**config.mk**
```make
export PLATFORM = sky130hd
export DESIGN_NAME = jtag_tap_state_walker
export DESIGN_NICKNAME = d
export VERILOG_FILES = /design/src/rtl/jtw_pkg.sv /design/src/rtl/jtw_ctrl.sv /design/src/rtl/jtw_datapath.sv /design/src/rtl/jtag_tap_state_walker.sv
export SDC_FILE = /design/constraint.sdc
export NUM_CORES = 1
export LEC_CHECK = 0
export BUFFER_PORTS_ARGS = -buffer_cell sky130_fd_sc_hd__buf_2
export CAP_MARGIN = 0
export CORE_AREA = 2 2 50 52
export CTS_BUF_LIST = sky130_fd_sc_hd__clkbuf_16
export DETAILED_ROUTE_END_ITERATION = 10
export DIE_AREA = 0 0 52 54
export GPL_ROUTABILITY_DRIVEN = 0
export PLACE_DENSITY = 0.8
export SKIP_LAST_GASP = 1
export SLEW_MARGIN = 25
export SYNTH_ARGS = -nofsm -noshare
export SYNTH_HDL_FRONTEND = slang
export SYNTH_HIERARCHICAL = 1
export SYNTH_SLANG_ARGS = --single-unit
```
**constraint.sdc**
```tcl
create_clock -name clock -period 6.6 [get_ports clock]
set_input_delay 0.99 -clock clock [delete_from_list [all_inputs] [get_ports clock]]
set_output_delay 0.99 -clock clock [all_outputs]
set_load 0.1 [all_outputs]
```
**src/rtl/jtw_pkg.sv**
```systemverilog
// jtw_pkg: shared types, constants and the tap transition function
// for the jtag tap state walker; no dependencies
package jtw_pkg;

   localparam int RESET_CLOCKS = 5;
   localparam int MAX_PULSES   = 16;
   localparam int CNT_W        = $clog2(MAX_PULSES);
   localparam int RST_PULSES   = (RESET_CLOCKS > MAX_PULSES) ? MAX_PULSES : RESET_CLOCKS;
   localparam logic [CNT_W-1:0] RST_LAST_CNT = CNT_W'(RST_PULSES - 1);
   localparam logic [CNT_W-1:0] MAX_LAST_CNT = CNT_W'(MAX_PULSES - 1);

   typedef enum logic [3:0] {
      TAP_TLR    = 4'd0,
      TAP_RTI    = 4'd1,
      TAP_SEL_DR = 4'd2,
      TAP_CAP_DR = 4'd3,
      TAP_SHF_DR = 4'd4,
      TAP_EX1_DR = 4'd5,
      TAP_PAU_DR = 4'd6,
      TAP_EX2_DR = 4'd7,
      TAP_UPD_DR = 4'd8,
      TAP_SEL_IR = 4'd9,
      TAP_CAP_IR = 4'd10,
      TAP_SHF_IR = 4'd11,
      TAP_EX1_IR = 4'd12,
      TAP_PAU_IR = 4'd13,
      TAP_EX2_IR = 4'd14,
      TAP_UPD_IR = 4'd15
   } tap_state_type;

   typedef enum logic {
      ACT_GOTO  = 1'b0,
      ACT_RESET = 1'b1
   } action_type;

   typedef enum logic {
      CTL_IDLE = 1'b0,
      CTL_WALK = 1'b1
   } ctl_state_type;

   typedef struct packed {
      logic load;   // latch a new request
      logic step;   // emit one tck pulse into the output register
   } jtw_cmd_type;

   typedef struct packed {
      logic at_goal;    // offered goto target equals tracked state
      logic out_free;   // output register can take a beat this cycle
      logic step_last;  // pulse being formed now ends the action
   } jtw_status_type;

   typedef struct packed {
      logic          tms;
      tap_state_type nxt;
   } walk_type;

   // one tap transition toward goal
   function automatic walk_type walk_one(tap_state_type cur, tap_state_type goal);
      walk_type w;
      w.tms = 1'b1;
      w.nxt = TAP_TLR;
      unique case (cur)
         TAP_TLR: begin
            w.tms = 1'b0; w.nxt = TAP_RTI;
         end
         TAP_RTI: begin
            w.tms = 1'b1; w.nxt = TAP_SEL_DR;
         end
         TAP_SEL_DR: begin
            if (goal == TAP_RTI || (goal >= TAP_SEL_DR && goal <= TAP_UPD_DR)) begin
               w.tms = 1'b0; w.nxt = TAP_CAP_DR;
            end else begin
               w.tms = 1'b1; w.nxt = TAP_SEL_IR;
            end
         end
         TAP_CAP_DR: begin
            if (goal == TAP_SHF_DR) begin
               w.tms = 1'b0; w.nxt = TAP_SHF_DR;
            end else begin
               w.tms = 1'b1; w.nxt = TAP_EX1_DR;
            end
         end
         TAP_SHF_DR: begin
            w.tms = 1'b1; w.nxt = TAP_EX1_DR;
         end
         TAP_EX1_DR: begin
            if (goal == TAP_PAU_DR || goal == TAP_EX2_DR) begin
               w.tms = 1'b0; w.nxt = TAP_PAU_DR;
            end else begin
               w.tms = 1'b1; w.nxt = TAP_UPD_DR;
            end
         end
         TAP_PAU_DR: begin
            w.tms = 1'b1; w.nxt = TAP_EX2_DR;
         end
         TAP_EX2_DR: begin
            if (goal == TAP_SHF_DR || goal == TAP_EX1_DR || goal == TAP_PAU_DR) begin
               w.tms = 1'b0; w.nxt = TAP_SHF_DR;
            end else begin
               w.tms = 1'b1; w.nxt = TAP_UPD_DR;
            end
         end
         TAP_UPD_DR, TAP_UPD_IR: begin
            if (goal == TAP_RTI) begin
               w.tms = 1'b0; w.nxt = TAP_RTI;
            end else begin
               w.tms = 1'b1; w.nxt = TAP_SEL_DR;
            end
         end
         TAP_SEL_IR: begin
            if (goal != TAP_TLR) begin
               w.tms = 1'b0; w.nxt = TAP_CAP_IR;
            end else begin
               w.tms = 1'b1; w.nxt = TAP_TLR;
            end
         end
         TAP_CAP_IR: begin
            if (goal == TAP_SHF_IR) begin
               w.tms = 1'b0; w.nxt = TAP_SHF_IR;
            end else begin
               w.tms = 1'b1; w.nxt = TAP_EX1_IR;
            end
         end
         TAP_SHF_IR: begin
            w.tms = 1'b1; w.nxt = TAP_EX1_IR;
         end
         TAP_EX1_IR: begin
            if (goal == TAP_PAU_IR || goal == TAP_EX2_IR) begin
               w.tms = 1'b0; w.nxt = TAP_PAU_IR;
            end else begin
               w.tms = 1'b1; w.nxt = TAP_UPD_IR;
            end
         end
         TAP_PAU_IR: begin
            w.tms = 1'b1; w.nxt = TAP_EX2_IR;
         end
         TAP_EX2_IR: begin
            if (goal == TAP_SHF_IR || goal == TAP_EX1_IR || goal == TAP_PAU_IR) begin
               w.tms = 1'b0; w.nxt = TAP_SHF_IR;
            end else begin
               w.tms = 1'b1; w.nxt = TAP_UPD_IR;
            end
         end
         default: begin
            w.tms = 1'b1; w.nxt = TAP_TLR;
         end
      endcase
      return w;
   endfunction

endpackage

```
**src/rtl/jtw_ctrl.sv**
```systemverilog
// jtw_ctrl: request/walk controller for the tap state walker
// depends on jtw_pkg
module jtw_ctrl (
   input  logic                    clock,
   input  logic                    reset,
   input  logic                    req_valid,
   input  logic                    req_action,
   output logic                    req_ready,
   input  jtw_pkg::jtw_status_type status,
   output jtw_pkg::jtw_cmd_type    cmd
);
   import jtw_pkg::*;

   ctl_state_type state_ff, state_in;

   always_ff @(posedge clock) begin
      if (reset) begin
         state_ff <= CTL_IDLE;
      end else begin
         state_ff <= state_in;
      end
   end

   always_comb begin
      state_in  = state_ff;
      req_ready = 1'b0;
      cmd       = '0;
      unique case (state_ff)
         CTL_IDLE: begin
            req_ready = 1'b1;
            if (req_valid) begin
               cmd.load = 1'b1;
               // goto to the current state gives no beat
               if (req_action == ACT_RESET || !status.at_goal) begin
                  state_in = CTL_WALK;
               end
            end
         end
         CTL_WALK: begin
            if (status.out_free) begin
               cmd.step = 1'b1;
               if (status.step_last) begin
                  state_in = CTL_IDLE;
               end
            end
         end
         default: begin
            state_in = CTL_IDLE;
         end
      endcase
   end

endmodule

```
**src/rtl/jtw_datapath.sv**
```systemverilog
// jtw_datapath: tracked tap state, pulse counter and output register
// depends on jtw_pkg
module jtw_datapath (
   input  logic                    clock,
   input  logic                    reset,
   input  logic                    req_action,
   input  logic [3:0]              req_target_state,
   input  logic                    rsp_ready,
   output logic                    rsp_valid,
   output logic                    rsp_tms_bit,
   output logic                    rsp_last_step,
   input  jtw_pkg::jtw_cmd_type    cmd,
   output jtw_pkg::jtw_status_type status
);
   import jtw_pkg::*;

   tap_state_type    tap_state_ff, tap_state_in;
   tap_state_type    goal_ff;
   logic             action_ff;
   logic [CNT_W-1:0] cnt_ff;
   logic             rsp_valid_ff;
   logic             tms_ff, last_ff;
   walk_type         walk;
   logic             tms_in, last_in;

   assign walk = walk_one(tap_state_ff, goal_ff);

   always_comb begin
      if (action_ff == ACT_RESET) begin
         tms_in       = 1'b1;
         last_in      = (cnt_ff == RST_LAST_CNT);
         tap_state_in = TAP_TLR;
      end else begin
         tms_in       = walk.tms;
         last_in      = (walk.nxt == goal_ff) || (cnt_ff == MAX_LAST_CNT);
         tap_state_in = walk.nxt;
      end
   end

   assign status.at_goal   = (tap_state_type'(req_target_state) == tap_state_ff);
   assign status.out_free  = !rsp_valid_ff || rsp_ready;
   assign status.step_last = last_in;

   always_ff @(posedge clock) begin
      if (reset) begin
         tap_state_ff <= TAP_TLR;
         rsp_valid_ff <= 1'b0;
      end else begin
         if (cmd.step) begin
            rsp_valid_ff <= 1'b1;
            if (action_ff == ACT_GOTO || last_in) begin
               tap_state_ff <= tap_state_in;
            end
         end else if (rsp_ready) begin
            rsp_valid_ff <= 1'b0;
         end
      end
   end

   always_ff @(posedge clock) begin
      if (cmd.load) begin
         action_ff <= req_action;
         goal_ff   <= tap_state_type'(req_target_state);
         cnt_ff    <= '0;
      end else if (cmd.step) begin
         cnt_ff    <= cnt_ff + 1'b1;
      end
      if (cmd.step) begin
         tms_ff  <= tms_in;
         last_ff <= last_in;
      end
   end

   assign rsp_valid     = rsp_valid_ff;
   assign rsp_tms_bit   = tms_ff;
   assign rsp_last_step = last_ff;

   a_step_needs_room: assert property (@(posedge clock) disable iff (reset)
      cmd.step |-> (!rsp_valid_ff || rsp_ready))
      else $error("pulse formed while output register is full");

   a_no_load_and_step: assert property (@(posedge clock) disable iff (reset)
      !(cmd.load && cmd.step))
      else $error("load and step in the same cycle");

   a_reset_lands_tlr: assert property (@(posedge clock) disable iff (reset)
      (cmd.step && action_ff == ACT_RESET && last_in) |=> (tap_state_ff == TAP_TLR))
      else $error("reset action did not end in test-logic-reset");

   a_goto_ends_at_goal: assert property (@(posedge clock) disable iff (reset)
      (cmd.step && action_ff == ACT_GOTO && last_in) |=> (tap_state_ff == goal_ff))
      else $error("goto walk ended away from its target");

endmodule

```
**src/rtl/jtag_tap_state_walker.sv**
```systemverilog
// jtag_tap_state_walker: top level of the jtag tap state walker
// depends on jtw_pkg, jtw_ctrl and jtw_datapath
//
// usage
//   req channel: one beat is an action; goto walks the tracked tap state to
//   req_target_state, reset forces test-logic-reset with RESET_CLOCKS pulses
//   of tms high (target ignored)
//   rsp channel: one beat per tck pulse, rsp_tms_bit is the tms level for that
//   pulse, rsp_last_step marks the final pulse of the action
//   a goto to the state that is already tracked gives no rsp beat at all
// order and throughput
//   the walk starts in the cycle after the req beat, and its first rsp beat is
//   registered once the output register is free; then one beat per cycle
//   while rsp_ready is high; the controller walks one action at a time,
//   and a new req beat is taken as soon as the last pulse is registered
// reset: controller idle, tracked state test-logic-reset, no rsp beat pending
// stall: while rsp_ready is low the held beat stays and the walk pauses;
//   req_ready stays low until the running action has registered its last pulse
module jtag_tap_state_walker (
   input  logic       clock,
   input  logic       reset,
   input  logic       req_valid,
   output logic       req_ready,
   input  logic       req_action,
   input  logic [3:0] req_target_state,
   output logic       rsp_valid,
   input  logic       rsp_ready,
   output logic       rsp_tms_bit,
   output logic       rsp_last_step
);
   import jtw_pkg::*;

   jtw_cmd_type    cmd;
   jtw_status_type status;

   // sequencing: accept, then one step per free output slot
   jtw_ctrl u_ctrl (
      .clock      (clock),
      .reset      (reset),
      .req_valid  (req_valid),
      .req_action (req_action),
      .req_ready  (req_ready),
      .status     (status),
      .cmd        (cmd)
   );

   // tracked tap state, transition logic and the rsp output register
   jtw_datapath u_datapath (
      .clock            (clock),
      .reset            (reset),
      .req_action       (req_action),
      .req_target_state (req_target_state),
      .rsp_ready        (rsp_ready),
      .rsp_valid        (rsp_valid),
      .rsp_tms_bit      (rsp_tms_bit),
      .rsp_last_step    (rsp_last_step),
      .cmd              (cmd),
      .status           (status)
   );

endmodule

```
==> qor.yml <==
dp_slack_ns: 4.30
p_switching_w: 0.0000786
synthCells: 135
syn_to_final_growth_pct: 9.61
yosysSeqAreaShare_pct: 34.6
power_frac_comb_pct: 17.8
worstMarginPinSlew_ns: 0.658
layoutNonFillerInstCount: 169
overflow: 0
power.clock.fraction_pct: 38.8
min_path_cells: 2
status: "finished, final reports clean"
synth_area_um2: 1180
regToRegStartpoint: "u_datapath/tap_state_ff[0]$_SDFFE_PP0P_"
yosysUniqueCellTypes: 50
fin_crit_sh_pct: 37.0
grt_pass1_vias: 861
ys_seq_elements: 17
die_y_um: 54
dr.pass1.iters: 5
setup_violations: 0
wire_per_inst_um: 14.2
antenna_cells: 0
synth_top_family_by_area: "simple AND/OR/NAND/NOR gates"
clock.fmax_mhz: 409
drt_iter0_drc: 47
min_period_ns: 2.44
ir_drop_v: 0.000239
final_common_cell: "nor2_1"
rows: 18
nFillCells: 204
clock_latency_ns: 0.24
worstSetupEndpointType: "flop"
critPathMaxFanout: 16
synth_fa_ha_area_share_pct: 2.11
final_net_count: 151
synthDominantCellAreaShare_pct: 17.7
pin_count: 13
final.setup.worst_slack_ns: 4.16
clock_sinks: 17
syn_avg_cell_area_um2: 8.78
r2r_end: "u_ctrl/state_ff$_SDFF_PP0_"
grt_setup_unrepaired: "false"
io_buffer_count: 12
crit_required_ns: 6.71
cts_tree: "yes"
antenna_found_initial: 0
layout-drive-gt1-share_pct: 13.7
rrSetupSlack_ns: 4.16
vias: 1003
hp-class: "reg -> reg"
final_cell_mix: "13 x nor2_1, 12 x buf_2, 10 x dfxtp_1"
clkTransAtPathRegs_ns: 0.05
final_max_slew_viol_count: 0
grt_usage_pct: 18.6
synthMuxAreaShare_pct: 1.69
grt_pass1_wl_mm: 3.85
post_cts_buffers: 0
ctsResizeCount: 0
synthSimpleGateAreaFrac_pct: 23.9
clockRootBuffer: "clkbuf_16"
p_int_w: 0.000218
cts_buffers: 3
powerDensity_nw_per_um2: 228
reg2reg_depth: 7
worstSetupStartpointType: "flop"
place_area_um2: 1220
skew_ns: 0.00265
hold_end: "u_datapath/rsp_valid$_SDFFE_PP0P_"
tns_ns: 0
dp_hpwl_mm: 1.73
synth_nets: 146
finalPower_w: 0.000296
synth_xor_area_share_pct: 8.87
synth_flop_cell: "dfxtp_1"
vias_per_cell: 5.93
hp-start: "u_datapath/rsp_valid$_SDFFE_PP0P_"
worst-setup-path-type: "reg -> reg"
core_um2: 2320
synth_top_area_cell: "edfxtp_1"
die_w_um: 52
slew_headroom_pct: 56.1
die-area_um2: 2810
synth-compound-area-share_pct: 21.6
cts_hold_buf: 0
wl_mm: 2.40
p_leak_nw: 0.519
p_sw_share_pct: 26.5
start_util_pct: 51.1
synthArstFlopShare_pct: 0
drc: 0
grt_max_degree: 23
htree_levels: 1
clockBufferDepth: 2
pwr-share-seq_pct: 43.5
synth_edf_count: 7
cp.arrival_ns: 2.55
ys_warn_count: 6
hold_viol: 0
ant_nets: 0
maxCapViolCount: 0
design_area_um2: 1300
dp_cells: 165
synthTopCellsByArea: "edfxtp_1 18%, dfxtp_1 17%, xor2_1 5.2%"
==> state kept, by name, summed over array words and instances (netlist names) <==
register,flops
u_datapath/cnt_ff,4
u_datapath/goal_ff,4
u_datapath/tap_state_ff,4
u_ctrl/state_ff,1
u_datapath/action_ff,1
u_datapath/rsp_last_step,1
u_datapath/rsp_tms_bit,1
u_datapath/rsp_valid,1
==> synth_stat cells, types with 2 or more instances <==
cell / count
and3_1: 2
ha_1: 2
a211o_1: 3
nand2_1: 9
o31ai_1: 2
inv_1: 6
and2_1: 2
and4b_1: 2
xor2_1: 7
clkbuf_1: 7
nor2_1: 13
buf_2: 2
nand2b_1: 4
o221ai_1: 2
dfxtp_1: 10
or2b_1: 2
mux2i_1: 2
o32ai_1: 2
a21oi_1: 6
a2bb2oi_1: 3
nand3_1: 3
xnor2_1: 5
buf_4: 2
o21ai_0: 5
edfxtp_1: 7
==> metrics by stage <==
stage / hold WS (ns) / util, %
finish: 0.541 / 56.0
global route: 0.554 / 56.0
CTS: 0.534 / 56.0
detailed placement: 0.508 / 52.6
global placement: 0.500 / 52.6
floorplan: 0.474 / -
==> kinds of logic (layout without fill, tap and decap cells) <==
family,Yosys count,after routing
AO/OA/AOI/OAI,34,34
XOR/XNOR,12,12
adder cells (fa/ha/maj),2,2
buffers and inverters,18,22
flip-flops,17,17
multiplexers,2,2
AND/OR/NAND/NOR,50,50
==> final cells by class <==
type / count / area [um^2] / area share [%]
Multi-Input combinational cell: 100 / 689 / 53.1
Sequential cell: 17 / 410 / 31.6
Clock buffer: 3 / 75.1 / 5.78
Timing Repair Buffer: 12 / 60.1 / 4.62
Tap cell: 30 / 37.5 / 2.89
Inverter: 6 / 22.5 / 1.73
Clock inverter: 1 / 3.75 / 0.289
==> layer usage <==
metal	vias up	routed length [um]	share of wire [%]	track usage, %
li1	496	-	-	-
met1	468	997	42	23.4
met2	37	1240	52	31.4
met3	2	145	6.1	4.72
met4	0	14	0.58	5.70
met5	-	0	0	0
==> critical path, stage by stage (launching register included) <==
cell and delay [ns]:
dfxtp_1 0.68, inv_1 0.26, and3_1 0.21, o32ai_1 0.43
xor2_1 0.20, nand3_1 0.12, o31ai_2 0.25, a311oi_1 0.15
==> power by group through the flow <==
stage / clock network, W / registers (W) / logic, W
4_1_cts: 0.000118 / 0.000129 / 0.0000531
6_report: 0.000115 / 0.000129 / 0.0000526
2_1_floorplan: 0 / 0.000134 / 0.0000386
3_5_place_dp: 0 / 0.000130 / 0.0000523
5_1_grt: 0.000122 / 0.000130 / 0.0000576
3_3_place_gp: 0 / 0.000130 / 0.0000507
==> worst max path at each step <==
stage,cells past startpoint,end,startpoint
final,7,u_ctrl/state_ff$_SDFF_PP0_,u_datapath/tap_state_ff[0]$_SDFFE_PP0P_
after global routing,7,u_ctrl/state_ff$_SDFF_PP0_,u_datapath/goal_ff[2]$_DFFE_PP_
after CTS,7,u_ctrl/state_ff$_SDFF_PP0_,u_datapath/tap_state_ff[0]$_SDFFE_PP0P_
after detailed placement,7,u_ctrl/state_ff$_SDFF_PP0_,u_datapath/goal_ff[2]$_DFFE_PP_
after global placement,7,u_ctrl/state_ff$_SDFF_PP0_,u_datapath/goal_ff[2]$_DFFE_PP_
after floorplan,8,u_ctrl/state_ff$_SDFF_PP0_,u_datapath/goal_ff[2]$_DFFE_PP_
Note: power is estimated with default switching activity, not from simulation.
